File: src/design/ibdr_pkg.sv
`timescale 1ns / 1ps
package ibdr_pkg;

  localparam int DEF_MAX_WIDTH = 1024;

  localparam int FW_W = 11;
  localparam int FH_W = 16;
  localparam int ROW_W = FH_W + 1;

  localparam int DEF_FRAME_WIDTH = 640;
  localparam int DEF_FRAME_HEIGHT = 480;
  localparam int MIN_DIM = 5;

  localparam int CFG_IDX_W = 2;
  localparam int CFG_DATA_W = 16;
  localparam logic [CFG_IDX_W-1:0] REG_FRAME_WIDTH = 2'd0;
  localparam logic [CFG_IDX_W-1:0] REG_FRAME_HEIGHT = 2'd1;

  // 5x5 window, four older rows held per column in the line store
  localparam int WIN = 5;
  localparam int LINE_BITS = WIN - 1;
  localparam int FIRST_CENTER_COL = WIN - 1;
  localparam int LAG = 3;
  localparam int SKIP_W = 2;
  localparam logic [SKIP_W-1:0] SKIP_AFTER_BLACK = 2'd2;

  typedef struct packed {
    logic is_pixel;
    logic visit;
    logic col_first;
    logic emit;
    logic last;
    logic pixel;
  } ibdr_op_t;

endpackage

File: src/design/ibdr_if.sv


interface ibdr_out_if;
  logic valid;
  logic ready;
  logic pixel_white_out;
  logic last_pixel;
  modport source(output valid, pixel_white_out, last_pixel, input ready);
  modport sink(input valid, pixel_white_out, last_pixel, output ready);
endinterface


File: src/design/ibdr_core.sv
`timescale 1ns / 1ps
module ibdr_core #(
  parameter int MAX_WIDTH = ibdr_pkg::DEF_MAX_WIDTH
) (
  input  logic                         clk,
  input  logic                         rst,
  input  logic                         rd_en,
  input  logic [$clog2(MAX_WIDTH)-1:0] rd_addr,
  input  logic                         stage_valid,
  input  ibdr_pkg::ibdr_op_t           op,
  input  logic [$clog2(MAX_WIDTH)-1:0] wb_addr,
  output logic                         advance,
  ibdr_out_if.source                   pix_out
);
  import ibdr_pkg::*;

  logic [LINE_BITS-1:0] line_mem [MAX_WIDTH];
  logic [LINE_BITS-1:0] line_rd;

  // window[col][row]: col 0 oldest, row 0 topmost
  logic [WIN-1:0]    window      [WIN];
  logic [WIN-1:0]    shifted     [WIN];
  logic [WIN-1:0]    window_next [WIN];
  logic [SKIP_W-1:0] skip_count;
  logic [SKIP_W-1:0] skip_next;
  logic              ring_white;
  logic              center_black;
  logic              commit;

  assign advance = !pix_out.valid || pix_out.ready;
  assign commit  = stage_valid && advance;

  always_comb begin
    for (int k = 0; k < WIN - 1; k++) begin
      shifted[k] = window[k + 1];
    end
    shifted[WIN-1] = {op.pixel, line_rd};

    ring_white = (&shifted[0]) && (&shifted[WIN-1]);
    for (int k = 1; k < WIN - 1; k++) begin
      ring_white = ring_white && shifted[k][0] && shifted[k][WIN-1];
    end
    center_black = !shifted[2][2];

    window_next = shifted;
    skip_next   = skip_count;
    if (op.visit) begin
      if (op.col_first || skip_count == '0) begin
        skip_next = center_black ? SKIP_AFTER_BLACK : '0;
        if (center_black && ring_white) begin
          for (int k = 1; k < WIN - 1; k++) begin
            window_next[k][WIN-2:1] = '1;
          end
        end
      end else begin
        skip_next = skip_count - SKIP_W'(1);
      end
    end
  end

  always_ff @(posedge clk) begin
    if (rd_en) begin
      line_rd <= line_mem[rd_addr];
    end
    if (commit) begin
      line_mem[wb_addr] <= window_next[1][WIN-1:1];
    end
  end

  always_ff @(posedge clk) begin
    if (rst) begin
      for (int k = 0; k < WIN; k++) begin
        window[k] <= '0;
      end
      skip_count    <= '0;
      pix_out.valid <= 1'b0;
    end else begin
      if (commit) begin
        window     <= window_next;
        skip_count <= skip_next;
      end
      if (advance) begin
        pix_out.valid <= commit && op.emit;
      end
    end
  end

  always_ff @(posedge clk) begin
    if (commit && op.emit) begin
      pix_out.pixel_white_out <= window_next[1][1];
      pix_out.last_pixel      <= op.last;
    end
  end

endmodule

File: src/flat_wrapper.sv
// flat-port wrapper written by rule: the top's interface ports become plain ports
module ibdr_core_flat import ibdr_pkg::*;
#(
  parameter int MAX_WIDTH = ibdr_pkg::DEF_MAX_WIDTH
)
  (clk, rst, rd_en, rd_addr, stage_valid, op, wb_addr, advance, pix_out_valid, pix_out_pixel_white_out, pix_out_last_pixel, pix_out_ready);
  ibdr_out_if pix_out_i ();
  input  logic clk;
  input  logic rst;
  input  logic rd_en;
  input  logic [$clog2(MAX_WIDTH)-1:0] rd_addr;
  input  logic stage_valid;
  input  ibdr_pkg::ibdr_op_t op;
  input  logic [$clog2(MAX_WIDTH)-1:0] wb_addr;
  output logic advance;
  output wire logic [$bits(pix_out_i.valid)-1:0] pix_out_valid;
  output wire logic [$bits(pix_out_i.pixel_white_out)-1:0] pix_out_pixel_white_out;
  output wire logic [$bits(pix_out_i.last_pixel)-1:0] pix_out_last_pixel;
  input wire logic [$bits(pix_out_i.ready)-1:0] pix_out_ready;
  assign pix_out_valid = pix_out_i.valid;
  assign pix_out_pixel_white_out = pix_out_i.pixel_white_out;
  assign pix_out_last_pixel = pix_out_i.last_pixel;
  assign pix_out_i.ready = pix_out_ready;
  ibdr_core #(.MAX_WIDTH(MAX_WIDTH)) u_core (.clk(clk), .rst(rst), .rd_en(rd_en), .rd_addr(rd_addr), .stage_valid(stage_valid), .op(op), .wb_addr(wb_addr), .advance(advance), .pix_out(pix_out_i));
endmodule
File: config.mk
export PLATFORM = sky130hd
export DESIGN_NAME = ibdr_core_flat
export DESIGN_NICKNAME = d
export VERILOG_FILES = /design/src/design/ibdr_pkg.sv /design/src/design/ibdr_if.sv /design/src/design/ibdr_core.sv /design/src/flat_wrapper.sv
export SDC_FILE = /design/constraint.sdc
export NUM_CORES = 2
export LEC_CHECK = 0
export ABC_CLOCK_PERIOD_IN_PS = 27600
export BUFFER_PORTS_ARGS = -buffer_cell sky130_fd_sc_hd__buf_4
export CAP_MARGIN = 20
export CORE_ASPECT_RATIO = 0.6
export CORE_MARGIN = 2
export CORE_UTILIZATION = 42
export DETAILED_ROUTE_END_ITERATION = 10
export MAX_ROUTING_LAYER = met4
export PLACE_DENSITY_LB_ADDON = 0.12
export SETUP_SLACK_MARGIN = 0.4
export SLEW_MARGIN = 20
export SYNTH_ARGS = -nofsm -noshare
export SYNTH_HDL_FRONTEND = slang
export SYNTH_SLANG_ARGS = --single-unit
File: constraint.sdc
create_clock -name clk -period 27.6 [get_ports clk]
set_clock_uncertainty 0.05 [all_clocks]
set_input_delay 2.76 -clock clk [delete_from_list [all_inputs] [get_ports clk]]
set_output_delay 2.76 -clock clk [all_outputs]
set_load 0.005 [all_outputs]
==> reports/results.md <==
| Step | Result | Value |
| --- | --- | --- |
| synthesis | Fraction of registers with async set or reset after synthesis | 0% |
| finish | Layout Area Growth over Synthesis | 11.3% |
| clocking | Number of buffers added for setup after CTS | 0 |
| synthesis | Largest area contributor in the netlist | edfxtp_1 |
| global route | Maximum number of pins on one net before global-route repair | 203 |
| power | Portion of total power attributed to the clock network | 41.3% |
| timing | Slew at the pin closest to its max-slew limit | 1.27 ns |
| placement | Post-detailed-placement cell area | 169000 um2 |
| placement | Placed wire-length estimate after detailed placement | 305000 um |
| setup path | Cell depth of the worst setup path | 13 |
| power | Cell leakage power | 55.1 nW |
| global route | Number of antenna violations at the first check in global routing | 75 |
| setup path | Cell occurring most often along the worst timing path | buf_4 |
| setup path | Slowest Stage Delay on Critical Path | 0.79 ns |
| setup path | Critical path class | input pin to register |
| synthesis | Net count of the mapped netlist | 8386 |
| finish | Filler cells | 32200 |
| timing | Final Hold Viols | 0 |
| setup path | Master of the slowest instance on the critical path | o22ai_1 |
| clocking | Insertion delay of the later-clocked pin in the worst-skew pair | 0.95 ns |
| min path | Classification of the worst-slack hold path | register to register |
| finish | Count of nets after finishing | 8478 |
| power | Fraction of power consumed by combinational cells | 5.1% |
| global route | Congestion Overflow GR | 0 |
| setup path | Crit path buf inv count | 7 |
| power | Int Power | 10.0 mW |
| timing | Setup slack of the critical path after layout | 18.78 ns |
| timing | Final setup TNS | 0 ns |
| synthesis | Portion of synthesized cell area occupied by the leading cell type | 75.5% |
| placement | GP Congestion | 0.844 |
| clocking | H-tree level count | 5 |
| clocking | CTS tree | built |
| clocking | TritonCTS Sinks | 4125 |
| timing | Final cycle utilization of the critical path | 32.0% |
| timing | Final setup violation count | 0 |
| synthesis | Most numerous cell in the Yosys netlist | edfxtp_1 |
| floorplan | Starting utilization of the core area | 42.1% |
| setup path | Worst-path cell chain | buf_16 > buf_4 > buf_4 > buf_4 > buf_4 > buf_4 > mux4_2 > mux4_2 > o22ai_1 > o41ai_1 > buf_4 > a32o_1 > a211o_1 |
| setup path | Flop-to-flop setup slack | 21.35 ns |
| min path | Cell depth of the worst min-delay path | 2 |
| power | Final Total Pwr | 12.9 mW |
| setup path | CP Capture Point | u_core.line_rd[1]$_DFFE_PP_ |
| setup path | Startpoint types | input pin |
| setup path | Cell type group with the largest total delay on the critical path | buffers and inverters |
| outcome | Run status | completed |
| clocking | Worst-path clk slew | 0.06 ns |
| routing | Detailed-router iteration count before antenna repair | 6 |
| synthesis | Total number of yosys warnings | 0 |
| power | Net switching power | 2.82 mW |
| synthesis | Share of the yosys chip area belonging to registers | 75.8% |
| synthesis | Average cell area after synthesis | 19.5 um2 |
| finish | Fraction of layout instances using a drive strength above 1 | 20.7% |
| power | Portion of total power attributed to sequential cells | 53.6% |
| synthesis | Count of mapped cells out of synthesis | 8354 |
| setup path | Launch point of the worst path | rd_addr[0] |
| routing | Vias post-DR | 86200 |
| timing | Shortest clock period the worst path allows after layout | 8.82 ns |
| global route | Number of global-route vias before repair | 83100 |
| synthesis | Number of distinct library cells after synthesis | 67 |
| setup path | Critical path fanouts, max | 75 |
| floorplan | Top-level I/O count | 35 |
| global route | Total Routing Usage GR | 25.9% |
| routing | DRC violation count after routing | 0 |
| synthesis | Prevailing post-synth register cell | edfxtp_1 |
| placement | Post-placement worst setup slack | 17.69 ns |
| floorplan | Vertical die dimension | 487 um |
| power | IR Drop Worst-Case VDD | 0.0000545 V |
| clocking | Quantity of hold-fixing buffers added after cts | 0 |
| timing | Timing-limited maximum frequency | 113 MHz |
| clocking | Number of gates resized after CTS | 0 |
| placement | Quantity of I/O buffers inserted on ports | 33 |
| synthesis | EDFF count, synth | 4102 |
| finish | Final Instance Area | 182000 um2 |
| power | Switching fraction of total power | 21.9% |
| setup path | Data arrival time of the critical path | 9.44 ns |
| setup path | Reg2reg path depth | 8 |
| power | Pwr dens | 70.8 nW/um2 |
| routing | Average wire per cell in the routed design | 36.1 um |
| routing | Via count normalized by instance count | 6.18 |
| clocking | CTS root buffer | clkbuf_16 |
| job | Max cap viols | 0 |
| synthesis | Top cells by area, synth | edfxtp_1 (75%), mux4_2 (12%), mux2i_1 (2.9%) |
| floorplan | Overall die area | 394000 um2 |
| global route | Global-route wire length before repair | 691000 um |
| floorplan | Core Rows | 177 |
| timing | Count of pins over their slew limit | 0 |
| timing | RSZ-0062 raised after global routing | false |
| routing | Routed WL | 503000 um |
| routing | Remaining number of nets flagged by the antenna check after routing | 0 |
| routing | Count of routing violations after the opening detailed-route iteration | 13500 |
| synthesis | Post-Syn Area | 163000 um2 |
| synthesis | Number of register bits inferred by synthesis | 4125 |
| setup path | Startpoint of the lowest-slack register-to-register path | u_core.shifted[19]$_SDFFE_PP0P_ |
| floorplan | Core area | 387000 um2 |
| clocking | Clock buffer count from CTS | 387 |
| floorplan | Width of the die | 809 um |
| timing | Worst slew slack as a fraction of its limit | 14.6% |
| setup path | Endpoint class of the critical path | register |
| setup path | Crit path required time | 28.22 ns |
| clocking | Max Root-Sink Buffers | 4 |
| synthesis | Post-synth top cells | edfxtp_1 (4102), nor2_1 (1107), mux4_2 (888), mux2i_1 (471), clkbuf_1 (311) |
| setup path | Reg2reg end | u_core.line_mem[656][2]$_DFFE_PP_ |
-- tightest hold or removal path, stage by stage (launching register included) --
cell and delay, ns:
dfxtp_1 0.31, nand2_1 0.05, a21oi_1 0.05
-- logic make-up after synthesis --
| logic type | after synthesis | share of synthesized area (%) |
|---|---|---|
| muxes | 1370 | 15.2 |
| buffers and inverters | 605 | 2.07 |
| and+or+nand+nor | 1558 | 3.93 |
| adders and majority gates | 1 | 0.00767 |
| AOI/OAI and AO/OA | 695 | 2.99 |
| DFF | 4125 | 75.8 |
-- power by group through the flow --
stage / clock network (mW) / logic [mW] / registers (mW)
6_report: 5.31 / 0.651 / 6.90
4_1_cts: 5.38 / 0.651 / 6.90
2_1_floorplan: 0 / 0.369 / 7.09
5_1_grt: 5.62 / 0.681 / 6.90
3_5_place_dp: 0 / 0.651 / 7.04
3_3_place_gp: 0 / 0.642 / 7.03
-- registers in the layout (all words and copies together), names as in the netlist --
name and count:
u_core.skip_count 2, u_core.shifted 20, u_core.line_rd 4, u_core.pix_out.last_pixel 1
u_core.pix_out.pixel_white_out 1, u_core.pix_out.valid 1, u_core.line_mem 4096
-- area by class of cell --
type / count / area [um2] / share of cell area (%)
Tap cell: 5191 / 6490 / 3.58
Clock inverter: 224 / 1990 / 1.09
Sequential cell: 4125 / 124000 / 68.1
Antenna cell: 15 / 37.5 / 0.0207
Timing Repair Buffer: 296 / 2450 / 1.35
Inverter: 12 / 62.6 / 0.0345
Clock buffer: 467 / 10300 / 5.65
Multi-Input combinational cell: 3624 / 36600 / 20.2
-- metal layers --
layer | up-vias | wire length, um | track usage, %
li1 | 34300 | - | -
met5 | - | 0 | -
met1 | 46300 | 219000 | 39.2
met2 | 4967 | 213000 | 35.6
met4 | 0 | 11100 | 5.19
met3 | 614 | 60200 | 6.77
-- worst min-delay path by stage --
stage | startpoint | endpoint | slack, ns
2_1_floorplan | u_core.skip_count[1]$_SDFFE_PP0P_ | u_core.skip_count[1]$_SDFFE_PP0P_ | 0.38
3_3_place_gp | u_core.skip_count[1]$_SDFFE_PP0P_ | u_core.skip_count[1]$_SDFFE_PP0P_ | 0.39
4_1_cts | u_core.shifted[24]$_SDFFE_PP0P_ | u_core.shifted[24]$_SDFFE_PP0P_ | 0.41
3_5_place_dp | u_core.shifted[24]$_SDFFE_PP0P_ | u_core.shifted[24]$_SDFFE_PP0P_ | 0.40
5_1_grt | u_core.skip_count[1]$_SDFFE_PP0P_ | u_core.skip_count[1]$_SDFFE_PP0P_ | 0.43
6_report | u_core.skip_count[1]$_SDFFE_PP0P_ | u_core.skip_count[1]$_SDFFE_PP0P_ | 0.41
-- cells in the final DEF (no fill, tap or decap), drive strengths merged, types with 16 or more instances in the layout --
master | synthesis | layout
a211oi | 30 | 30
a21oi | 128 | 128
a22o | 17 | 17
a22oi | 40 | 40
and3 | 16 | 16
buf | 282 | 295
bufinv | 0 | 34
clkbuf | 311 | 468
clkinv | 0 | 172
dfxtp | 23 | 23
edfxtp | 4102 | 4102
mux2i | 471 | 471
mux4 | 888 | 888
nand2 | 187 | 187
nand3 | 43 | 43
nor2 | 1107 | 1107
nor2b | 17 | 17
nor3 | 82 | 82
nor4 | 28 | 28
o21ai | 78 | 78
o221ai | 173 | 173
o22ai | 126 | 126
-- metrics by stage --
| stage | hold slack [ns] | cells | utilization (%) |
|---|---|---|---|
| 3_3_place_gp | 0.389 | 13200 | 43.7 |
| 2_1_floorplan | 0.382 | 8354 | - |
| 3_5_place_dp | 0.402 | 13200 | 43.7 |
| 6_report | 0.408 | 14000 | 46.9 |
| 4_1_cts | 0.411 | 13900 | 46.9 |
| 5_1_grt | 0.432 | 13900 | 46.9 |
Power figures use the tool's default switching activity.
