`config.mk`:
```
export PLATFORM = sky130hd
export DESIGN_NAME = ibdr_ctrl_flat
export DESIGN_NICKNAME = d
export VERILOG_FILES = /design/src/design/ibdr_pkg.sv /design/src/design/ibdr_if.sv /design/src/design/ibdr_ctrl.sv /design/src/flat_wrapper.sv
export SDC_FILE = /design/constraint.sdc
export NUM_CORES = 1
export LEC_CHECK = 0
export ABC_CLOCK_PERIOD_IN_PS = 6330
export BUFFER_PORTS_ARGS = -buffer_cell sky130_fd_sc_hd__buf_2
export CORE_MARGIN = 1
export CORE_UTILIZATION = 45
export DETAILED_ROUTE_END_ITERATION = 10
export PLACE_DENSITY = 0.58
export SLEW_MARGIN = 25
export SYNTH_ARGS = -nofsm -noshare
export SYNTH_HDL_FRONTEND = slang
export SYNTH_SLANG_ARGS = --single-unit
```
`constraint.sdc`:
```
create_clock -name clk -period 6.33 [get_ports clk]
set_input_delay 0.3165 -clock clk [delete_from_list [all_inputs] [get_ports clk]]
set_output_delay 0.3165 -clock clk [all_outputs]
set_load 0.02 [all_outputs]
```
`src/design/ibdr_pkg.sv`:
```
`timescale 1ns / 1ps
package ibdr_pkg;

  localparam int DEF_MAX_WIDTH = 1024;

  localparam int FW_W = 11;
  localparam int FH_W = 16;
  localparam int ROW_W = FH_W + 1;

  localparam int DEF_FRAME_WIDTH = 640;
  localparam int DEF_FRAME_HEIGHT = 480;
  localparam int MIN_DIM = 5;

  localparam int CFG_IDX_W = 2;
  localparam int CFG_DATA_W = 16;
  localparam logic [CFG_IDX_W-1:0] REG_FRAME_WIDTH = 2'd0;
  localparam logic [CFG_IDX_W-1:0] REG_FRAME_HEIGHT = 2'd1;

  // 5x5 window, four older rows held per column in the line store
  localparam int WIN = 5;
  localparam int LINE_BITS = WIN - 1;
  localparam int FIRST_CENTER_COL = WIN - 1;
  localparam int LAG = 3;
  localparam int SKIP_W = 2;
  localparam logic [SKIP_W-1:0] SKIP_AFTER_BLACK = 2'd2;

  typedef struct packed {
    logic is_pixel;
    logic visit;
    logic col_first;
    logic emit;
    logic last;
    logic pixel;
  } ibdr_op_t;

endpackage

```
`src/design/ibdr_if.sv`:
```
`timescale 1ns / 1ps
interface ibdr_in_if;
  logic valid;
  logic ready;
  logic mode;
  logic pixel_white;
  modport source(output valid, mode, pixel_white, input ready);
  modport sink(input valid, mode, pixel_white, output ready);
endinterface


interface ibdr_cfg_if;
  import ibdr_pkg::*;
  logic valid;
  logic ready;
  logic [CFG_IDX_W-1:0] index;
  logic [CFG_DATA_W-1:0] data;
  modport source(output valid, index, data, input ready);
  modport sink(input valid, index, data, output ready);
endinterface

```
`src/design/ibdr_ctrl.sv`:
```
`timescale 1ns / 1ps
module ibdr_ctrl #(
  parameter int MAX_WIDTH = ibdr_pkg::DEF_MAX_WIDTH
) (
  input  logic                              clk,
  input  logic                              rst,
  ibdr_in_if.sink                           pix_in,
  ibdr_cfg_if.sink                          cfg,
  input  logic                              advance,
  output logic                              stage_valid,
  output ibdr_pkg::ibdr_op_t                op,
  output logic                              rd_en,
  output logic [$clog2(MAX_WIDTH)-1:0]      rd_addr,
  output logic [$clog2(MAX_WIDTH)-1:0]      wb_addr
);
  import ibdr_pkg::*;

  localparam int CW = $clog2(MAX_WIDTH);
  localparam int EW = CW + 1;
  localparam int PW = EW + FH_W;
  localparam logic [1:0] SETTLE_CYCLES = 2'd2;

  logic [FW_W-1:0]  frame_width;
  logic [FH_W-1:0]  frame_height;
  logic [EW-1:0]    eff_width;
  logic [FH_W-1:0]  eff_height;
  logic [PW-1:0]    frame_size;
  logic [31:0]      width_wide;
  logic [FH_W-1:0]  height_clamped;
  logic [1:0]       settle;

  logic [CW-1:0]    in_column;
  logic [ROW_W-1:0] in_row;
  logic [PW-1:0]    out_position;

  logic             in_accept;
  logic             cfg_write;
  logic             row_done;
  logic             is_pixel;
  logic             drain;
  logic             active;
  logic             emit;
  logic             last;
  logic [EW-1:0]    col_inc;
  logic [EW-1:0]    wb_wide;
  logic [PW-1:0]    pos_inc;
  ibdr_op_t         op_next;

  always_comb begin
    width_wide = 32'(frame_width);
    if (width_wide < 32'(MIN_DIM)) begin
      width_wide = 32'(MIN_DIM);
    end else if (width_wide > 32'(MAX_WIDTH)) begin
      width_wide = 32'(MAX_WIDTH);
    end
    height_clamped = (frame_height < FH_W'(MIN_DIM)) ? FH_W'(MIN_DIM) : frame_height;
  end

  always_ff @(posedge clk) begin
    eff_width  <= width_wide[EW-1:0];
    eff_height <= height_clamped;
    frame_size <= PW'(eff_width) * PW'(eff_height);
  end

  // input waits until the derived frame sizes have caught up
  assign cfg.ready    = 1'b1;
  assign cfg_write    = cfg.valid && cfg.ready &&
                        (cfg.index == REG_FRAME_WIDTH || cfg.index == REG_FRAME_HEIGHT);
  assign pix_in.ready = (!stage_valid || advance) && (settle == '0);
  assign in_accept    = pix_in.valid && pix_in.ready;

  always_comb begin
    row_done  = in_row >= ROW_W'(eff_height);
    is_pixel  = !pix_in.mode && !row_done;
    drain     = row_done && (out_position < frame_size);
    active    = is_pixel || drain;
    emit      = drain || (is_pixel && ((in_row > ROW_W'(LAG)) ||
                (in_row == ROW_W'(LAG) && in_column >= CW'(LAG))));
    pos_inc   = out_position + PW'(1);
    last      = pos_inc == frame_size;
    col_inc   = EW'(in_column) + EW'(1);
    if (in_column >= CW'(LAG)) begin
      wb_wide = EW'(in_column) - EW'(LAG);
    end else begin
      wb_wide = EW'(in_column) + eff_width - EW'(LAG);
    end
    op_next.is_pixel  = is_pixel;
    op_next.visit     = is_pixel && in_row >= ROW_W'(FIRST_CENTER_COL) &&
                        in_column >= CW'(FIRST_CENTER_COL);
    op_next.col_first = in_column == CW'(FIRST_CENTER_COL);
    op_next.emit      = emit;
    op_next.last      = last;
    op_next.pixel     = pix_in.pixel_white && is_pixel;
  end

  assign rd_en   = in_accept;
  assign rd_addr = in_column;

  always_ff @(posedge clk) begin
    if (rst) begin
      frame_width  <= FW_W'(DEF_FRAME_WIDTH);
      frame_height <= FH_W'(DEF_FRAME_HEIGHT);
      in_column    <= '0;
      in_row       <= '0;
      out_position <= '0;
      stage_valid  <= 1'b0;
      settle       <= SETTLE_CYCLES;
    end else begin
      if (cfg.valid && cfg.ready && cfg.index == REG_FRAME_WIDTH) begin
        frame_width <= cfg.data[FW_W-1:0];
      end
      if (cfg.valid && cfg.ready && cfg.index == REG_FRAME_HEIGHT) begin
        frame_height <= cfg.data[FH_W-1:0];
      end
      if (cfg_write) begin
        settle <= SETTLE_CYCLES;
      end else if (settle != '0) begin
        settle <= settle - 2'd1;
      end
      if (in_accept) begin
        stage_valid <= active;
      end else if (advance) begin
        stage_valid <= 1'b0;
      end
      if (cfg_write) begin
        in_column    <= '0;
        in_row       <= '0;
        out_position <= '0;
      end else if (in_accept && active) begin
        if (emit && last) begin
          in_column    <= '0;
          in_row       <= '0;
          out_position <= '0;
        end else begin
          if (col_inc == eff_width) begin
            in_column <= '0;
            in_row    <= in_row + ROW_W'(1);
          end else begin
            in_column <= col_inc[CW-1:0];
          end
          if (emit) begin
            out_position <= pos_inc;
          end
        end
      end
    end
  end

  always_ff @(posedge clk) begin
    if (in_accept) begin
      op      <= op_next;
      wb_addr <= wb_wide[CW-1:0];
    end
  end

endmodule

```
`src/flat_wrapper.sv`:
```
// flat-port wrapper written by rule: the top's interface ports become plain ports
module ibdr_ctrl_flat import ibdr_pkg::*;
#(
  parameter int MAX_WIDTH = ibdr_pkg::DEF_MAX_WIDTH
)
  (clk, rst, advance, stage_valid, op, rd_en, rd_addr, wb_addr, pix_in_valid, pix_in_mode, pix_in_pixel_white, pix_in_ready, cfg_valid, cfg_index, cfg_data, cfg_ready);
  ibdr_in_if pix_in_i ();
  ibdr_cfg_if cfg_i ();
  input  logic clk;
  input  logic rst;
  input  logic advance;
  output logic stage_valid;
  output ibdr_pkg::ibdr_op_t op;
  output logic rd_en;
  output logic [$clog2(MAX_WIDTH)-1:0] rd_addr;
  output logic [$clog2(MAX_WIDTH)-1:0] wb_addr;
  input wire logic [$bits(pix_in_i.valid)-1:0] pix_in_valid;
  input wire logic [$bits(pix_in_i.mode)-1:0] pix_in_mode;
  input wire logic [$bits(pix_in_i.pixel_white)-1:0] pix_in_pixel_white;
  output wire logic [$bits(pix_in_i.ready)-1:0] pix_in_ready;
  input wire logic [$bits(cfg_i.valid)-1:0] cfg_valid;
  input wire logic [$bits(cfg_i.index)-1:0] cfg_index;
  input wire logic [$bits(cfg_i.data)-1:0] cfg_data;
  output wire logic [$bits(cfg_i.ready)-1:0] cfg_ready;
  assign pix_in_i.valid = pix_in_valid;
  assign pix_in_i.mode = pix_in_mode;
  assign pix_in_i.pixel_white = pix_in_pixel_white;
  assign pix_in_ready = pix_in_i.ready;
  assign cfg_i.valid = cfg_valid;
  assign cfg_i.index = cfg_index;
  assign cfg_i.data = cfg_data;
  assign cfg_ready = cfg_i.ready;
  ibdr_ctrl #(.MAX_WIDTH(MAX_WIDTH)) u_core (.clk(clk), .rst(rst), .pix_in(pix_in_i), .cfg(cfg_i), .advance(advance), .stage_valid(stage_valid), .op(op), .rd_en(rd_en), .rd_addr(rd_addr), .wb_addr(wb_addr));
endmodule
```
==> results of run 1 <==
synth_stat cells (all sizes together) (40+ instances only):
master,instances
ha,131
nand3,65
nand2,199
clkbuf,68
xnor2,63
a21oi,83
inv,273
nor2,92
fa,126
dfxtp,138
nand4,40
and2,45
final timing paths:
check / slack (ns) / cells after the start / end
worst min register to register: 0.37 / 0 / u_core.eff_height[10]
worst max register to register: 0.36 / 17 / u_core.frame_size[24]
worst min-delay path: 0.09 / 3 / u_core.frame_height[14]
worst max-delay path: 0.36 / 17 / u_core.frame_size[24]
routing by layer:
layer	vias to the layer above	track usage	routed length [microns]	share of wire
met5	-	0	0	0
met4	0	0.0704	697	0.019
met3	37	0.0432	2030	0.055
met2	318	0.382	17300	0.47
met1	5743	0.325	17100	0.46
li1	5672	-	-	-
cells by family (layout without fill, tap and decap cells):
logic type | count (synthesis) | after routing
simple gates | 579 | 579
buf+inv | 367 | 377
fa+ha+maj | 257 | 257
compound gates | 249 | 249
flops | 154 | 154
xor+xnor | 91 | 91
mux | 14 | 14
other cells | 1 | 1
critical path, cell delays in order, from the launching register on:
cell,delay [ns]
sky130_fd_sc_hd__dfxtp_1,0.80
sky130_fd_sc_hd__and2_1,0.26
sky130_fd_sc_hd__fa_1,0.46
sky130_fd_sc_hd__fa_1,0.53
sky130_fd_sc_hd__fa_1,0.52
sky130_fd_sc_hd__fa_1,0.55
sky130_fd_sc_hd__inv_1,0.05
sky130_fd_sc_hd__fa_1,0.52
sky130_fd_sc_hd__inv_1,0.04
sky130_fd_sc_hd__ha_1,0.35
sky130_fd_sc_hd__a21oi_1,0.19
sky130_fd_sc_hd__o21ai_0,0.11
sky130_fd_sc_hd__a31oi_1,0.19
sky130_fd_sc_hd__a21boi_0,0.20
sky130_fd_sc_hd__a221o_1,0.43
sky130_fd_sc_hd__a221oi_1,0.32
sky130_fd_sc_hd__nor2b_1,0.21
sky130_fd_sc_hd__xnor2_1,0.16
placed cells by master (no fill, tap or decap), types with 53 or more instances in the layout:
| cell | netlist | routed |
|---|---|---|
| sky130_fd_sc_hd__xnor2_1 | 63 | 63 |
| sky130_fd_sc_hd__fa_1 | 126 | 126 |
| sky130_fd_sc_hd__ha_1 | 131 | 131 |
| sky130_fd_sc_hd__nor2_1 | 92 | 91 |
| sky130_fd_sc_hd__nand2_1 | 199 | 199 |
| sky130_fd_sc_hd__inv_1 | 273 | 273 |
| sky130_fd_sc_hd__buf_2 | 11 | 53 |
| sky130_fd_sc_hd__nand3_1 | 63 | 63 |
| sky130_fd_sc_hd__dfxtp_1 | 138 | 138 |
| sky130_fd_sc_hd__a21oi_1 | 82 | 81 |
power breakdown:
part	internal, W	leakage, nW	switching, W
Sequential	0.00105	1.27	0.0000711
Clock	0.000525	0.268	0.000467
Combinational	0.000301	5.32	0.000428
Total	0.00188	6.85	0.000965
state kept, by name (all words and copies together), names as in the netlist, 10 cells and up:
name	flops
u_core.frame_size	27
u_core.eff_height	16
u_core.wb_addr	10
u_core.frame_height	16
u_core.in_row	17
u_core.frame_width	11
u_core.eff_width	11
u_core.out_position	27
u_core.rd_addr	10
layout make-up:
cell class	instances	area (sq um)
clock buffer	20	457
timing repair buffer	70	393
tap	402	503
inverter	275	1030
clock inverter	12	87.6
sequential	154	3240
multi-input combinational	1191	9680
fill	3078	16100
per-stage QoR:
stage,instances,util
4_1_cts,2124,0.489
3_5_place_dp,2092,0.472
6_report,2124,0.489
3_3_place_gp,2092,0.472
2_1_floorplan,1712,-
5_1_grt,2124,0.489
==> results.json, run 1 <==
{
  "synth_cells": 1712,
  "placedInstanceArea_sq_um": 14800,
  "dp_worst_setup_slack_ns": 0.373,
  "most_common_flop_cell_mapped_by_yosys": "sky130_fd_sc_hd__dfxtp_1",
  "groute.usage.overall": 0.238,
  "maxcap_violations": 0,
  "yosys.area_share.xor_xnor": 0.0566,
  "std_cell_rows": 65,
  "drt_wl_total_microns": 37200,
  "synth_cell_type_count": 78,
  "ys_ff_latch": 154,
  "detailed_place_hpwl_microns": 29300,
  "grt_antenna_before_repair": 0,
  "clk_pin_slew_worst_paths_ns": 0.07,
  "root_buffer": "sky130_fd_sc_hd__clkbuf_16",
  "synth-edff-count": 16,
  "reg2reg_start": "u_core.eff_width[9]",
  "cp.arrival_ns": 6.34,
  "drt_first_iter_violations": 656,
  "die_area_sq_um": 32600,
  "cts_htree_levels": 4,
  "fmax_mhz": 168,
  "antenna_cells": 0,
  "synth_compound_area_frac": 0.111,
  "weighted_congestion_at_the_end_of_routability_driven_global_placement": 0.930,
  "cp.required_ns": 6.70,
  "asyncSetResetFlopFracSynth": 0,
  "synthDominantAreaCellType": "sky130_fd_sc_hd__dfxtp_1",
  "rsz_0062_raised_after_global_routing": "false",
  "routed_wire_length_per_instance_microns": 17.5,
  "drive_above_1_share": 0.0778,
  "via_count": 11770,
  "io_buffers": 53,
  "area_growth_pct": 7.26,
  "vias_in_the_first_global_route": 11356,
  "floorplan.die.width_microns": 181,
  "total_leakage_power_nw": 6.85,
  "outcome": "finished, final reports clean",
  "viasPerCell": 5.54,
  "synth_top_area_frac": 0.193,
  "detail-route-antenna-nets": 0,
  "worst-slew-pin-transition_ns": 1.05,
  "crit_path_start": "u_core.eff_width[9]",
  "drc": 0,
  "finish.net_count": 1991,
  "vdd_ir_drop_max_mv": 0.207,
  "synth_simple_gate_area_frac": 0.205,
  "global_route_wire_length_before_repair_microns": 60900,
  "worst_clock_skew_ns": 0.0119,
  "sequential_area_share_after_synthesis": 0.226,
  "finalWorstSetupSlack_ns": 0.360,
  "initial_core_util": 0.456,
  "cts_hold_buffers": 0,
  "hold_violations_final": 0,
  "layout.cell_area.non_filler_sq_um": 15400,
  "floorplan.core_area_sq_um": 31500,
  "hold_class": "in2reg",
  "ctsResizeCount": 0,
  "die_y_microns": 181,
  "totalPowerFinal_w": 0.00284,
  "setup_viol": 0,
  "leading_cell_types_by_total_area_after_synthesis": "sky130_fd_sc_hd__dfxtp_1 19%, sky130_fd_sc_hd__fa_1 18%, sky130_fd_sc_hd__ha_1 11%",
  "i_o_pins": 55,
  "finalHoldWorstSlack_ns": 0.0868,
  "slew_headroom": 0.296,
  "fin_setup_tns_ns": 0,
  "power.density_nw_per_um2": 185,
  "yosys-mux-area-fraction": 0.00994,
  "grt_start_max_net_pins": 49,
  "cts_tree": "yes",
  "cts.path.max_buffers": 2,
  "timing.critical_path.fanout_max": 18,
  "synthesis.area_per_instance_sq_um": 8.38,
  "global_route.overflow_total": 0,
  "cts-buffers-inserted": 17,
  "cts_post_setup_buffers_inserted": 0,
  "setup.worst_path.class": "reg2reg",
  "layout_worst_path_cycle_share": 0.943,
  "clock_insertion_delay_worst_skew_ns": 0.47,
  "synthesis.nets": 1994,
  "clock_sinks": 154,
  "main_combinational_cell_family_by_area_after_synthesis": "adder cells",
  "timing_max_transition_violations_final": 0,
  "firstDrtPassIters": 5,
  "synth-adder-area-share": 0.290,
  "yosysWarningCount": 0,
  "period_needed_ns": 5.97,
  "worst_hold_startpoint": "cfg_data[14]",
  "setup.worst_path.start_class": "register",
  "synth_area_sq_um": 14400,
  "setup.worst_path.end_class": "register"
}
No activity file was read; power rests on OpenSTA's default activity.
==> run 2: changes to the inputs <==
==> constraint.sdc (replaced) <==
create_clock -name clk -period 6.33 [get_ports clk]
set_input_delay 0.3165 -clock clk [delete_from_list [all_inputs] [get_ports clk]]
set_output_delay 0.3165 -clock clk [all_outputs]
set_load 0.01 [all_outputs]
==> run 2 against run 1 <==
Net effect:
- first-iteration DRC count is 25% higher
- combinational power is 1% lower
- global-route usage is 0.052 points higher
- via count is 1.0% lower
- fmax hardly changed
- critical endpoint unchanged
==> results.json, run 2 (same netlist as run 1, synthesis figures left out) <==
{
  "outcome": "finished, final reports clean",
  "clock_sinks": 154,
  "floorplan.die.width_microns": 181,
  "initial_core_util": 0.456,
  "timing.critical_path.fanout_max": 18,
  "finish.net_count": 1991,
  "hold_path_depth": 3,
  "setup_viol": 0,
  "setup.worst_path.class": "reg2reg",
  "detailed_place_hpwl_microns": 29100,
  "clock_insertion_delay_worst_skew_ns": 0.46,
  "cpMaxStageDelayCell": "sky130_fd_sc_hd__dfxtp_1",
  "ctsResizeCount": 0,
  "layout.cell_area.non_filler_sq_um": 15400,
  "cp.arrival_ns": 6.34,
  "maxcap_violations": 0,
  "power.density_nw_per_um2": 186,
  "period_needed_ns": 5.97,
  "reg2reg_start": "u_core.eff_width[9]",
  "hold_violations_final": 0,
  "setup.worst_path.end_class": "register",
  "critPathTopFamily": "adder cells",
  "drt_wl_total_microns": 37000,
  "drt_first_iter_violations": 817,
  "fin_cells": 2124,
  "grt_antenna_before_repair": 2,
  "die_y_microns": 181,
  "viasPerCell": 5.48,
  "root_buffer": "sky130_fd_sc_hd__clkbuf_16",
  "timing_max_transition_violations_final": 0,
  "worst_r2r_path_depth": 17,
  "layout_worst_path_cycle_share": 0.942,
  "cp_slowest_stage_delay_ns": 0.81,
  "worst-slew-pin-transition_ns": 0.995,
  "vias_in_the_first_global_route": 11493,
  "drc": 0,
  "cts.path.max_buffers": 2,
  "floorplan.core_area_sq_um": 31500,
  "cpMostUsedCell": "sky130_fd_sc_hd__fa_1",
  "i_o_pins": 55,
  "fmax_mhz": 168,
  "total_leakage_power_nw": 6.86,
  "worst_clock_skew_ns": 0.0135,
  "rsz_0062_raised_after_global_routing": "false",
  "cts_post_setup_buffers_inserted": 0,
  "hold_class": "in2reg",
  "worst_hold_startpoint": "cfg_data[5]",
  "routed_wire_length_per_instance_microns": 17.4,
  "groute.usage.overall": 0.238,
  "weighted_congestion_at_the_end_of_routability_driven_global_placement": 0.931,
  "global_route_wire_length_before_repair_microns": 60900,
  "area_growth_pct": 7.53,
  "die_area_sq_um": 32600,
  "cts_htree_levels": 4,
  "grt_start_max_net_pins": 49,
  "vdd_ir_drop_max_mv": 0.192,
  "std_cell_rows": 65,
  "cts_tree": "yes",
  "crit_chain": "and2_1 > fa_1 > fa_1 > fa_1 > fa_1 > inv_1 > fa_1 > inv_1 > ha_1 > and3_1 > and3_1 > nand3_1 > a21boi_0 > a221o_1 > a221oi_1 > nor2b_1 > xnor2_1",
  "setup.worst_path.start_class": "register",
  "via_count": 11647,
  "post_route_utilization": 0.490,
  "most-common-layout-cells": "273 x sky130_fd_sc_hd__inv_1, 199 x sky130_fd_sc_hd__nand2_1, 138 x sky130_fd_sc_hd__dfxtp_1",
  "r2r_end": "u_core.frame_size[24]",
  "placed_cell_count": 2092,
  "detail-route-antenna-nets": 0,
  "cp.required_ns": 6.71,
  "io_buffers": 53,
  "drive_above_1_share": 0.0778,
  "cts_hold_buffers": 0,
  "final_common_cell": "sky130_fd_sc_hd__inv_1",
  "global_route.overflow_total": 0,
  "slew_headroom": 0.336,
  "placedInstanceArea_sq_um": 14800,
  "antenna_cells": 0,
  "clk_pin_slew_worst_paths_ns": 0.07,
  "firstDrtPassIters": 5,
  "endpoint_worst_hold": "u_core.frame_height[5]",
  "top_regs": "u_core.frame_size (27), u_core.out_position (27), u_core.in_row (17)",
  "cts-buffers-inserted": 17,
  "fin_setup_tns_ns": 0,
  "setup.reg_to_reg.worst_slack_ns": 0.36,
  "critical_path.n_buffers_inverters": 2
}
## run 2: changes by cell type in the layout (fill, tap and decap cells not counted)
cell / before / now
sky130_fd_sc_hd__nor4_2: 7 / 8
sky130_fd_sc_hd__clkinvlp_4: 2 / 1
sky130_fd_sc_hd__clkbuf_8: 2 / 3
sky130_fd_sc_hd__clkinv_2: 4 / 0
sky130_fd_sc_hd__inv_6: 5 / 4
sky130_fd_sc_hd__nor4_1: 14 / 13
sky130_fd_sc_hd__clkbuf_1: 1 / 2
sky130_fd_sc_hd__clkinv_4: 1 / 4
sky130_fd_sc_hd__clkbuf_16: 17 / 18
## run 2: worst max path at each step
stage                         from                    end  slack [ns]  cells after the start
2_1_floorplan  u_core.eff_width[8]  u_core.frame_size[24]        0.83                     19
4_1_cts        u_core.eff_width[9]  u_core.frame_size[24]        0.35                     17
3_5_place_dp   u_core.eff_width[9]  u_core.frame_size[24]        0.35                     17
5_1_grt        u_core.eff_width[9]  u_core.frame_size[24]       0.004                     17
3_3_place_gp   u_core.eff_width[9]  u_core.frame_size[24]        0.55                     17
6_report       u_core.eff_width[9]  u_core.frame_size[24]        0.36                     17
## run 2: area by class of cell
cell class                      instances  area, sq um
Multi-Input combinational cell       1191         9680
Timing Repair Buffer                   70          393
Clock inverter                          9         77.6
Sequential cell                       154         3240
Inverter                              275         1030
Tap cell                              402          503
Fill cell                            3104        16000
Clock buffer                           23          499
## run 2: worst register-to-register path, stage by stage, from the launching register on
cell and delay [ns]:
sky130_fd_sc_hd__dfxtp_1 0.81, sky130_fd_sc_hd__and2_1 0.27, sky130_fd_sc_hd__fa_1 0.46, sky130_fd_sc_hd__fa_1 0.55, sky130_fd_sc_hd__fa_1 0.52, sky130_fd_sc_hd__fa_1 0.54
sky130_fd_sc_hd__inv_1 0.05, sky130_fd_sc_hd__fa_1 0.53, sky130_fd_sc_hd__inv_1 0.04, sky130_fd_sc_hd__ha_1 0.35, sky130_fd_sc_hd__and3_1 0.22, sky130_fd_sc_hd__and3_1 0.18
sky130_fd_sc_hd__nand3_1 0.10, sky130_fd_sc_hd__a21boi_0 0.17, sky130_fd_sc_hd__a221o_1 0.43, sky130_fd_sc_hd__a221oi_1 0.34, sky130_fd_sc_hd__nor2b_1 0.20, sky130_fd_sc_hd__xnor2_1 0.14
## run 2: stage by stage
step	total power, W	hold WS, ns	worst slack, ns
after global placement	0.00185	0.355	0.550
after floorplan	0.00167	0.424	0.825
after global routing	0.00305	0.0956	0.00370
after CTS	0.00289	0.0779	0.350
final	0.00287	0.0974	0.365
after detailed placement	0.00186	0.359	0.352
## run 2: routing by layer
layer / vias to the layer above / track usage / part of all wire
met1: 5670 / 0.317 / 0.46
met4: 4 / 0.0776 / 0.021
li1: 5656 / - / -
met2: 267 / 0.388 / 0.47
met3: 50 / 0.0469 / 0.050
met5: - / 0 / 0.00062
## run 2: where the power goes
part	internal, W	switching [W]	total, W
Combinational	0.000299	0.000419	0.000718
Sequential	0.00105	0.0000689	0.00112
Clock	0.000564	0.000463	0.00103
